==> src/design/csmc_pkg.sv <==
package csmc_pkg;

  // Mode codes
  localparam logic [2:0] MODE_OFF     = 3'd0;
  localparam logic [2:0] MODE_DISPLAY = 3'd1;
  localparam logic [2:0] MODE_SELECT  = 3'd2;
  localparam logic [2:0] MODE_AUTO    = 3'd3;
  localparam logic [2:0] MODE_MANUAL  = 3'd4;

  // Event codes
  localparam logic [1:0] OP_BUTTON_ONE = 2'd0;
  localparam logic [1:0] OP_BUTTON_TWO = 2'd1;
  localparam logic [1:0] OP_TICK       = 2'd2;
  localparam logic [1:0] OP_DETECTED   = 2'd3;

  // Action codes
  localparam logic [3:0] ACT_NONE         = 4'd0;
  localparam logic [3:0] ACT_SHOW_COUNTS  = 4'd1;
  localparam logic [3:0] ACT_SHOW_MENU    = 4'd2;
  localparam logic [3:0] ACT_DISPLAY_OFF  = 4'd3;
  localparam logic [3:0] ACT_CLEARED      = 4'd4;
  localparam logic [3:0] ACT_TICK_STOP    = 4'd5;
  localparam logic [3:0] ACT_ENTER_AUTO   = 4'd6;
  localparam logic [3:0] ACT_ENTER_MANUAL = 4'd7;
  localparam logic [3:0] ACT_LEAVE        = 4'd8;
  localparam logic [3:0] ACT_SORTED       = 4'd9;

  // Colour codes
  localparam logic [1:0] COLOR_RED   = 2'd0;
  localparam logic [1:0] COLOR_GREEN = 2'd1;
  localparam logic [1:0] COLOR_BLUE  = 2'd2;

  // Margin = floor(clear * 4 / 10), as clear * ceil(0.4 * 2^20) >> 20.
  // The rounding error stays below 0.04 over the 16-bit range, while the
  // true fraction of clear * 0.4 is never above 0.8, so the floor is exact.
  localparam int          MarginShift = 20;
  localparam logic [18:0] MarginRecip = 19'd419431;

  typedef struct packed {
    logic [1:0]  operation;
    logic [15:0] clear_level;
    logic [7:0]  red_level;
    logic [7:0]  green_level;
    logic [7:0]  blue_level;
  } item_t;

  typedef struct packed {
    logic [2:0]  mode;
    logic [15:0] reference_clear;
    logic [14:0] detect_margin;
    logic [7:0]  total_count;
    logic [7:0]  red_count;
    logic [7:0]  green_count;
    logic [7:0]  blue_count;
  } state_t;

  typedef struct packed {
    logic [2:0] mode;
    logic [3:0] action;
    logic [1:0] sorted_color;
    logic       object_found;
    logic [7:0] total_count;
    logic [7:0] red_count;
    logic [7:0] green_count;
    logic [7:0] blue_count;
  } result_t;

endpackage

==> src/design/color_sorter_mode_controller.sv <==
// Channel  | Dir | Handshake                    | Payload
// s_axis   | in  | s_axis_tvalid/s_axis_tready  | tuser: operation; tdata: sensor levels
// m_axis   | out | m_axis_tvalid/m_axis_tready  | tuser: action; tdata: mode, colour, counts
//
// One event per cycle sustained while m_axis accepts; a result is offered once its
// event has passed the input register, one pass of step logic and the result register.
// Mode, reference and counters update as the event enters the result register.
// Reset (asynchronous, active low) returns to off with zero counters.
// A stall on m_axis holds the result; one further event waits in the input
// register before s_axis_tready drops.
module color_sorter_mode_controller import csmc_pkg::*; (
  input  logic        clk_i,
  input  logic        rst_ni,
  input  logic        s_axis_tvalid,
  output logic        s_axis_tready,
  // [15:0] clear_level, [23:16] red_level, [31:24] green_level,
  // [39:32] blue_level
  input  logic [39:0] s_axis_tdata,
  // [1:0] operation
  input  logic [1:0]  s_axis_tuser,
  output logic        m_axis_tvalid,
  input  logic        m_axis_tready,
  // [2:0] mode, [4:3] sorted_color, [5] object_found, [13:6] total_count,
  // [21:14] red_count, [29:22] green_count, [37:30] blue_count, [39:38] zero
  output logic [39:0] m_axis_tdata,
  // [3:0] action
  output logic [3:0]  m_axis_tuser
);

  logic    in_valid_q;
  item_t   in_item_q;
  logic    out_valid_q;
  result_t out_res_q;
  state_t  state_q;
  state_t  state_d;
  result_t res_d;
  logic    advance;
  logic    in_take;

  // Move the held event into the result register when it is free
  assign advance       = in_valid_q && (!out_valid_q || m_axis_tready);
  assign s_axis_tready = !in_valid_q || advance;
  assign in_take       = s_axis_tvalid && s_axis_tready;

  csmc_step u_step (
    .item_i   (in_item_q),
    .state_i  (state_q),
    .state_o  (state_d),
    .result_o (res_d)
  );

  // Input register: valid flag
  always_ff @(posedge clk_i or negedge rst_ni) begin
    if (!rst_ni) begin
      in_valid_q <= 1'b0;
    end else if (in_take) begin
      in_valid_q <= 1'b1;
    end else if (advance) begin
      in_valid_q <= 1'b0;
    end
  end

  // Input register: payload
  always_ff @(posedge clk_i) begin
    if (in_take) begin
      in_item_q.operation   <= s_axis_tuser;
      in_item_q.clear_level <= s_axis_tdata[15:0];
      in_item_q.red_level   <= s_axis_tdata[23:16];
      in_item_q.green_level <= s_axis_tdata[31:24];
      in_item_q.blue_level  <= s_axis_tdata[39:32];
    end
  end

  // Controller state: advance with each event
  always_ff @(posedge clk_i or negedge rst_ni) begin
    if (!rst_ni) begin
      state_q <= '0;
    end else if (advance) begin
      state_q <= state_d;
    end
  end

  // Result register: valid flag
  always_ff @(posedge clk_i or negedge rst_ni) begin
    if (!rst_ni) begin
      out_valid_q <= 1'b0;
    end else if (advance) begin
      out_valid_q <= 1'b1;
    end else if (m_axis_tready) begin
      out_valid_q <= 1'b0;
    end
  end

  // Result register: payload
  always_ff @(posedge clk_i) begin
    if (advance) begin
      out_res_q <= res_d;
    end
  end

  assign m_axis_tvalid = out_valid_q;
  assign m_axis_tuser  = out_res_q.action;
  assign m_axis_tdata  = {2'b00,
                          out_res_q.blue_count,
                          out_res_q.green_count,
                          out_res_q.red_count,
                          out_res_q.total_count,
                          out_res_q.object_found,
                          out_res_q.sorted_color,
                          out_res_q.mode};

endmodule

==> src/design/csmc_step.sv <==
module csmc_step import csmc_pkg::*; (
  input  item_t   item_i,
  input  state_t  state_i,
  output state_t  state_o,
  output result_t result_o
);

  logic [34:0] margin_prod;
  logic [14:0] new_margin;
  logic [16:0] clear_sum;
  logic        object_seen;
  logic [1:0]  pick_color;
  logic [3:0]  action;
  logic [1:0]  color;
  logic        found;
  logic        do_sort;
  state_t      nxt;

  // Scale the clear reading to four tenths for a new reference
  assign margin_prod = {19'b0, item_i.clear_level} * {16'b0, MarginRecip};
  assign new_margin  = margin_prod[MarginShift +: 15];

  // Object check: clear plus margin, without wrap, below the reference
  assign clear_sum   = {1'b0, item_i.clear_level} + {2'b0, state_i.detect_margin};
  assign object_seen = clear_sum < {1'b0, state_i.reference_clear};

  // Dominant colour; red needs a strict lead, green beats blue only strictly
  always_comb begin
    if (item_i.red_level > item_i.green_level && item_i.red_level > item_i.blue_level) begin
      pick_color = COLOR_RED;
    end else if (item_i.green_level > item_i.blue_level) begin
      pick_color = COLOR_GREEN;
    end else begin
      pick_color = COLOR_BLUE;
    end
  end

  // Mode transitions and counter updates
  always_comb begin
    nxt     = state_i;
    action  = ACT_NONE;
    color   = COLOR_RED;
    found   = 1'b0;
    do_sort = 1'b0;
    unique case (state_i.mode)
      MODE_DISPLAY: begin
        case (item_i.operation)
          OP_BUTTON_ONE: begin
            nxt.mode = MODE_OFF;
            action   = ACT_DISPLAY_OFF;
          end
          OP_BUTTON_TWO: begin
            nxt.total_count = '0;
            nxt.red_count   = '0;
            nxt.green_count = '0;
            nxt.blue_count  = '0;
            action          = ACT_CLEARED;
          end
          OP_TICK: action = ACT_TICK_STOP;
          default: ;
        endcase
      end
      MODE_SELECT: begin
        case (item_i.operation)
          OP_BUTTON_ONE: begin
            nxt.reference_clear = item_i.clear_level;
            nxt.detect_margin   = new_margin;
            nxt.mode            = MODE_AUTO;
            action              = ACT_ENTER_AUTO;
          end
          OP_BUTTON_TWO: begin
            nxt.reference_clear = item_i.clear_level;
            nxt.detect_margin   = new_margin;
            nxt.mode            = MODE_MANUAL;
            action              = ACT_ENTER_MANUAL;
          end
          default: ;
        endcase
      end
      MODE_AUTO: begin
        case (item_i.operation)
          OP_BUTTON_TWO: begin
            nxt.mode = MODE_OFF;
            action   = ACT_LEAVE;
          end
          OP_TICK:     found   = object_seen;
          OP_DETECTED: do_sort = 1'b1;
          default: ;
        endcase
      end
      MODE_MANUAL: begin
        case (item_i.operation)
          OP_BUTTON_ONE: found = object_seen;
          OP_BUTTON_TWO: begin
            nxt.mode = MODE_OFF;
            action   = ACT_LEAVE;
          end
          OP_TICK:     action  = ACT_TICK_STOP;
          OP_DETECTED: do_sort = 1'b1;
          default: ;
        endcase
      end
      default: begin
        // Off, and any unused code, behaves as off
        nxt.mode = MODE_OFF;
        case (item_i.operation)
          OP_BUTTON_ONE: begin
            nxt.mode = MODE_DISPLAY;
            action   = ACT_SHOW_COUNTS;
          end
          OP_BUTTON_TWO: begin
            nxt.mode = MODE_SELECT;
            action   = ACT_SHOW_MENU;
          end
          OP_TICK: action = ACT_TICK_STOP;
          default: ;
        endcase
      end
    endcase

    // Sort: advance the wrapping counters
    if (do_sort) begin
      color           = pick_color;
      action          = ACT_SORTED;
      nxt.total_count = state_i.total_count + 8'd1;
      case (pick_color)
        COLOR_RED:   nxt.red_count   = state_i.red_count + 8'd1;
        COLOR_GREEN: nxt.green_count = state_i.green_count + 8'd1;
        default:     nxt.blue_count  = state_i.blue_count + 8'd1;
      endcase
    end
  end

  assign state_o = nxt;

  // Result reflects the state after the event
  assign result_o.mode         = nxt.mode;
  assign result_o.action       = action;
  assign result_o.sorted_color = color;
  assign result_o.object_found = found;
  assign result_o.total_count  = nxt.total_count;
  assign result_o.red_count    = nxt.red_count;
  assign result_o.green_count  = nxt.green_count;
  assign result_o.blue_count   = nxt.blue_count;

endmodule

==> config.mk <==
export PLATFORM = sky130hd
export DESIGN_NAME = color_sorter_mode_controller
export DESIGN_NICKNAME = d
export VERILOG_FILES = /design/src/design/csmc_pkg.sv /design/src/design/color_sorter_mode_controller.sv /design/src/design/csmc_step.sv
export SDC_FILE = /design/constraint.sdc
export NUM_CORES = 1
export LEC_CHECK = 0
export BUFFER_PORTS_ARGS = -buffer_cell sky130_fd_sc_hd__buf_2
export CORE_AREA = 2 2 154 156
export DETAILED_ROUTE_END_ITERATION = 8
export DIE_AREA = 0 0 156 158
export PLACE_DENSITY = 0.79
export SETUP_SLACK_MARGIN = 0.2
export SYNTH_ARGS = -nofsm -noshare
export SYNTH_HDL_FRONTEND = slang
export SYNTH_SLANG_ARGS = --single-unit
==> constraint.sdc <==
create_clock -name clk_i -period 10.9 [get_ports clk_i]
set_clock_uncertainty 0.15 [all_clocks]
set_input_delay 2.18 -clock clk_i [delete_from_list [all_inputs] [get_ports clk_i]]
set_output_delay 2.18 -clock clk_i [all_outputs]
set_load 0.005 [all_outputs]
After elaboration in Yosys (flattened, before gate mapping)
Cells that the tools add are included.

Reduce and logical (&&, ||, !) cells: 15. Equal/unequal tests: 8. $add $sub $neg: 5. $mul: 1. Multiplexer cells: 28. $lt $le $gt $ge: 4.

Operators by type and width (count): 32-bit 2-to-1 mux (3); 34-bit case mux with 2 select lines (1); 16-bit by 19-bit multiplier with 35-bit output, second input constant (1); 8-bit by 1-bit adder with 8-bit output, second input constant (4); 3-bit case mux with 3 select lines (3); 8-bit greater-than comparator (3); 8-bit 2-to-1 mux (3); 16-bit by 15-bit adder with 17-bit output (1); 17-bit by 16-bit less-than comparator with 1-bit output (1); 4-bit case mux with 4 select lines (1); 1-bit 2-to-1 mux (8); 4-bit case mux with 2 select lines (1); 3-bit by 2-bit equality test with 1-bit output, second input constant (2); 3-bit 2-to-1 mux (2); 3-bit case mux with 2 select lines (1); 2-bit nonzero test (3); 2-bit by 1-bit equality test with 1-bit output, second input constant (2); 2-bit equality test, second input constant (2); 2-bit zero test (2); 2-bit 2-to-1 mux (2); 4-bit 2-to-1 mux (1); 2-bit case mux with 2 select lines (1); 2-bit OR reduction (2); 3-bit by 1-bit equality test with 1-bit output, second input constant (1); 6 further kinds (10).

Logic and storage cells: 83. Output and inout bits: 46. Register bits after elaboration: 152. Input port bits: 46.

Longest topological paths before layout
Gate-level depths: netlist of run 1.

Depth after elaboration: 7. Mapped depth: 22.

Hierarchy
A second synthesis of run 1 with hierarchy kept.

Cell total of the unflattened synthesis: 1258. Area total of the unflattened synthesis: 13286.5 um^2.

Modules (own cells, without submodules): csmc_step (area an instance 8081.5 um^2, instances 1, cells each 1023, seq. area each 0.0 um^2); color_sorter_mode_controller (area an instance 5205.0 um^2, instances 1, cells each 235, seq. area each 4224.1 um^2).

Worst setup path before layout of run 1
No wires, ideal clock.

Path type: flip-flop to flip-flop. From: register in_item_q[32] in the netlist's numbering. To: register state_q[39] in the netlist's numbering. Path slack: 5166 ps. Clock period less this slack: 5734 ps. Arrival time: 5451 ps. Buffers on the path: 0. Cell stages (with the launch flop): 21. Cells stage by stage: edfxtp_1 inv_1 ha_1 inv_1 fa_1 fa_1 inv_1 fa_1 fa_1 fa_1 inv_1 ha_1 a21o_1 a21o_1 a21oi_1 o21ai_0 or2_2 a31o_2 a31o_2 xnor2_1 o21ai_0.

Longest elaborated chain between the ends: 2.

Ends and longest elaborated chain: from (decl) (RTL line color_sorter_mode_controller.sv:31) `item_t in_item_q;`; 16-bit by 19-bit multiplier with 35-bit output (RTL line csmc_step.sv:20) `assign margin_prod = {19'b0, item_i.clear_level} * {16'b0, MarginRecip};`; 34-bit case mux with 2 select lines (RTL line csmc_step.sv:64) `case (item_i.operation)`; to (signal assigned) (RTL line color_sorter_mode_controller.sv:79) `state_q <= state_d;`; to (decl) (RTL line color_sorter_mode_controller.sv:34) `state_t state_q;`.

Every way passes these cells. The select of a mux whose other input is x is not followed. A chain may end at the register's enable or synchronous reset.

Final worst setup path of run 1
Ends and elaborated chain as after synthesis.

==> results.cfg, run 1 <==
[cts]
path_clk_slew_ps = 70
cts_tree = done
cts_resized = 0
post_cts_buffers = 0
ctsHtreeMaxLevel = 4
clock-sinks = 152
ctsRootBufferMaster = clkbuf_16
cts.path.max_buffers = 2
hold_buffers = 0
cts_buffers = 17
clk_latency_ps = 440

[sta]
fin_crit_ps = 6172
relSlewSlack_pct = 28.21
fin_crit_sh_pct = 56.63
finalHoldViolCount = 0
tightest_slew_ps = 1077
fmax_mhz = 162.0
rsz0062_at_grt = no
tns_ps = 0
report.final.slew_viol_count = 0
setup_viol = 0

[yosys]
synth.distinct_cells = 65
synth_edf_count = 84
avgSynthCellArea_um2 = 10.11
synth_warnings = 0
synth_top_area_cell = edfxtp_1
synth-main-ff-cell = edfxtp_1
yosysSeqAreaShare_pct = 33.95
yosys.area.top_type_share_pct = 20.28
async_flop_share_pct = 44.74
synth-seq-cells = 152
mappedNetlistArea_mm2 = 0.01244
synth_area_leaders = edfxtp_1 20%, ha_1 19%, dfrtp_1 14%
syn_inst = 1231

[min_path]
hold_path_startpoint = state_q[49]
hold_path_class = register to register

[placement]
place_congestion = 0.9536
port_buffers = 89
dpl.hpwl_um = 21050

[finish]
fin_util_pct = 59.57
area_delta_synth_final_pct = 10.39
final_net_count = 1625
drive_gt1_share_pct = 11.12

[power]
ir_worst_vdd_mv = 0.3446
power_density_mw_per_mm2 = 279.7
leakage_nw = 6.765

[routing]
routedWlPerCell_um = 16.75
via_per_inst = 5.546
dr_total_vias = 8952
drtIter0Drc = 495
final_antenna_net_count = 0
route.detailed.drc = 0
first_pass_iters = 6
wl_um = 27030

[setup_path]
r2r_start = in_item_q[32]
cp_slowest_cell = fa_1
cpPeakStageDelay_ps = 560
endpoint_kind = register
critPathLaunch = in_item_q[32]
crit_arrival_ps = 6320
cp_cell_sequence = inv_1 -> ha_1 -> inv_1 -> fa_1 -> fa_1 -> inv_1 -> fa_1 -> fa_1 -> fa_1 -> inv_1 -> ha_1 -> a21o_1 -> a21o_1 -> a21oi_1 -> o21ai_0 -> or2_2 -> a31o_2 -> a31o_2 -> xnor2_1 -> o21ai_0
critical_path_class = register to register
path_max_fanout = 6
path_delay_family = adder cells
crit_buf_inv = 4
critPathLaunchType = register
cpMostUsedCell = fa_1
worstPathRequired_ps = 11050

[die]
die_w_um = 156
fp.coreArea_mm2 = 0.02305
io-pin-count = 92
start_util_pct = 53.97
die_y_um = 158
die_area_mm2 = 0.02465
std_cell_rows = 56

[grt]
first_global_vias = 9209
antenna_found_initial = 1
grt_pass1_wl_um = 45340
grt_max_degree = 70
grt_usage_pct = 23.45
overflow = 0

[run]
drv_cap = 0

[outcome]
status = finished, final reports clean
-- worst reg2reg max path: stages (launching register included) --
cell and delay [ps]:
edfxtp_1 500, inv_1 120, ha_1 310, inv_1 120, fa_1 500, fa_1 530
inv_1 120, fa_1 530, fa_1 520, fa_1 560, inv_1 50, ha_1 330
a21o_1 190, a21o_1 160, a21oi_1 120, o21ai_0 90, or2_2 360, a31o_2 290
a31o_2 270, xnor2_1 130, o21ai_0 80
-- cell usage after synthesis (9+ instances only) --
library cell	instances
and3_1	12
nor2b_1	9
xor2_1	11
o21ai_1	9
xnor2_1	25
a21o_1	31
edfxtp_1	84
nand3_1	25
o31ai_1	11
clkbuf_1	26
nand4_1	19
fa_1	84
a21oi_1	56
inv_1	198
o21ai_0	79
ha_1	186
nor2_1	39
nand2_1	126
dfrtp_1	68
or3_1	12
-- layout by cell type, fill, tap and decap left out, types with 17 or more instances in the layout --
master / instances
inv_1: 198
ha_1: 186
nand2_1: 126
buf_2: 89
fa_1: 84
edfxtp_1: 84
o21ai_0: 79
dfrtp_1: 68
a21oi_1: 56
nor2_1: 39
a21o_1: 31
xnor2_1: 25
nand3_1: 25
nand4_1: 19
clkbuf_16: 17
-- final timing paths --
path	endpoint	slack, ps	cells after the start
max in group asynchronous	state_q[33]	8160	2
min in group asynchronous	state_q[63]	1810	2
min reg2reg	state_q[49]	330	2
max reg2reg	state_q[39]	4730	20
max	state_q[39]	4730	20
min	state_q[49]	330	2
-- state kept, by name (all words and copies together) (netlist names) --
register,count
state_q,66
in_item_q,42
m_axis_tdata,38
m_axis_tuser,4
in_valid_q,1
m_axis_tvalid,1
-- cell families (layout without fill, tap and decap cells) --
family,count (synthesis),in the layout,share of synthesized area (%)
XOR/XNOR,36,36,2.534
AND/OR/NAND/NOR,279,279,10.67
AO/OA/AOI/OAI,249,249,12.62
flip-flops,152,152,33.95
multiplexers,8,8,0.6638
adder cells (fa/ha/maj),270,270,32.22
other,1,4,0.03014
buffers and inverters,236,326,7.301
-- power breakdown --
| group | total [mW] | internal [mW] | switching (mW) |
|---|---|---|---|
| Sequential | 0.852 | 0.739 | 0.113 |
| Clock | 0.595 | 0.309 | 0.285 |
| Combinational | 2.39 | 1.05 | 1.35 |
-- per-layer routing --
layer	wire length (um)	up-vias	GRT usage [%]
met5	0	-	0
met1	11600	4317	29.14
met2	13560	206	41.45
li1	-	4368	-
met3	1060	61	3.285
met4	816	0	9.349
-- through the flow --
stage / worst slack (ps) / cells / hold WS, ps / area, um^2 / power [mW]
after floorplan: 5166 / 1232 / 298.5 / 12440 / 2.658
after global placement: 4910 / 1580 / 312.1 / 13130 / 3.155
after detailed placement: 4789 / 1580 / 320.0 / 13130 / 3.220
after CTS: 4727 / 1612 / 335.4 / 13730 / 3.844
after global routing: 4437 / 1613 / 361.9 / 13730 / 4.246
final: 4728 / 1614 / 331.3 / 13730 / 3.841
-- cell type report --
class	instances	area, um^2
antenna	2	5.005
clock buffer	17	425.4
clock inverter	15	168.9
fill	1834	9319
inverter	200	750.7
multi-input combinational	844	7313
sequential	152	4224
tap	290	362.8
timing repair buffer	94	483.0
(Power assumes the default switching activity.)
==> run 2, diff against run 1 <==
ABC_AREA = 1   (was not set)
CORE_AREA = 2 2 158 160   (was 2 2 154 156)
DIE_AREA = 0 0 160 162   (was 0 0 156 158)
clock period = 5.7 ns   (was 10.9 ns; I/O delays follow)
==> results.cfg, run 2 <==
[routing]
final_antenna_net_count = 0
routedWlPerCell_um = 16.36
first_pass_iters = 7
drtIter0Drc = 801
route.detailed.drc = 0
dr_total_vias = 10790
via_per_inst = 5.358
wl_um = 32930

[cts]
cts_tree = done
ctsRootBufferMaster = clkbuf_16
ctsHtreeMaxLevel = 4
cts_buffers = 17
clk_latency_ps = 430
clock-sinks = 152
cts.path.max_buffers = 2
path_clk_slew_ps = 70

[sta]
fmax_mhz = 187.2
setup_viol = 0
rsz0062_at_grt = no
relSlewSlack_pct = 32.82
report.final.slew_viol_count = 0
fin_crit_ps = 5343
fin_crit_sh_pct = 93.73
tns_ps = 0
finalHoldViolCount = 0
tightest_slew_ps = 1008

[grt]
grt_max_degree = 47
overflow = 0
antenna_found_initial = 0
grt_usage_pct = 26.25
grt_pass1_wl_um = 53680
first_global_vias = 10880

[yosys]
synth_area_leaders = edfxtp_1 19%, ha_1 18%, dfrtp_1 13%
synth.distinct_cells = 44
netlist_top_cells_count = 363 x nand2_1, 290 x inv_1, 186 x ha_1, 97 x nor2_1, 94 x nand3_1
synth_top_area_cell = edfxtp_1
synth_warnings = 0
synth-seq-cells = 152
mappedNetlistArea_mm2 = 0.01321
async_flop_share_pct = 44.74
avgSynthCellArea_um2 = 8.473
synth_edf_count = 84
syn_inst = 1559
yosys.area.top_type_share_pct = 19.09
synth-main-ff-cell = edfxtp_1
yosysSeqAreaShare_pct = 31.98
yosys.cell_count.top_type = nand2_1

[die]
std_cell_rows = 57
io-pin-count = 92
die_y_um = 162
fp.coreArea_mm2 = 0.02411
die_area_mm2 = 0.02592
die_w_um = 160
start_util_pct = 54.80

[setup_path]
endpoint_kind = register
reg2reg_to = state_q[41]
critical_path_class = register to register
path_max_fanout = 5
r2r_slack_ps = 360
critPathLaunchType = register
worstPathRequired_ps = 5820
crit_arrival_ps = 5460
r2r_start = in_item_q[26]
rr_worst_depth = 20

[finish]
diodes = 0
area_delta_synth_final_pct = 13.38
drive_gt1_share_pct = 12.73
layout_common_cells = 357 x nand2_1, 286 x inv_1, 179 x ha_1
final_net_count = 1992
final_common_cell = nand2_1
fillers = 2025
largest_register = state_q
fin_util_pct = 62.14
largest_register_ffs = 66

[min_path]
worstHoldEndpoint = state_q[20]
hold_path_class = register to register
hold_path_startpoint = state_q[20]
min_path_cells = 2

[outcome]
status = finished, final reports clean

[placement]
port_buffers = 89
dpl.hpwl_um = 25820
place_congestion = 0.9416

[run]
drv_cap = 0
run 2: cell count changes after synthesis, moves of 26 or more:
cell / before / now
o21ai_0: 79 / 44
inv_1: 198 / 290
a21oi_1: 56 / 82
nand3_1: 25 / 94
nor2_1: 39 / 97
nand2_1: 126 / 363
run 2: what timing repair did:
item	4_1_cts	5_1_grt
setup buffers	3	9
gates resized for setup	0	51
hold buffers	0	0
pin swaps	0	12
endpoints found under the setup margin	7	15
run 2: kinds of logic after synthesis:
kind of cell	synth area share [%]
simple gates	19.88
buf+inv	9.272
fa+ha+maj	30.35
compound gates	7.236
flops	31.98
xor+xnor	1.260
other cells	0.02839
run 2: area by class of cell:
cell class                      instances  area [um^2]  area share (%)
Clock inverter                         15        175.2           1.169
Inverter                              297         1116           7.451
Multi-Input combinational cell       1090         7969           53.20
Clock buffer                           17        425.4           2.840
Timing Repair Buffer                  118        663.1           4.427
Sequential cell                       152         4224           28.20
Tap cell                              324        405.4           2.707
run 2: how the worst max path moves through the flow:
stage                  start           to
2_1_floorplan  in_item_q[37]  state_q[44]
4_1_cts        in_item_q[38]  state_q[42]
5_1_grt        in_item_q[29]  state_q[43]
3_5_place_dp   in_item_q[37]  state_q[42]
3_3_place_gp   in_item_q[35]  state_q[45]
6_report       in_item_q[26]  state_q[41]
run 2: metal layers:
| metal | routed length, um | GRT usage (%) | share of wire, % |
|---|---|---|---|
| met4 | 639 | 6.921 | 1.9 |
| met3 | 2269 | 5.082 | 6.9 |
| met2 | 15230 | 42.76 | 46 |
| met1 | 14790 | 36.32 | 45 |
| met5 | 0 | 0 | 0 |
run 2: critical path, stage by stage, from the launching register on:
cell	delay [ps]
edfxtp_1	530
ha_1	410
fa_1	550
inv_1	70
fa_1	550
fa_1	440
fa_1	540
fa_1	550
inv_1	80
ha_4	280
nand2_1	110
nor2_1	120
inv_1	80
nor3_2	150
nand2_1	90
nand2_1	80
nand2_1	80
nand2_1	60
nand2_1	40
nand2_1	110
a21oi_1	80
run 2: metrics by stage:
step           instances  setup WS (ps)  instance area, um^2  hold slack [ps]
2_1_floorplan       1560          638.1                13210            299.4
3_3_place_gp        1969          210.3                14090            313.2
3_5_place_dp        1969          200.8                14090            326.0
4_1_cts             2004          212.2                14710            341.1
5_1_grt             2013          155.7                14980            365.6
6_report            2013          357.3                14980            334.5
Power of run 2 is left out: the tool's default activity adds up to more than one toggle a clock period on the data nets, which glitch-free logic cannot reach.
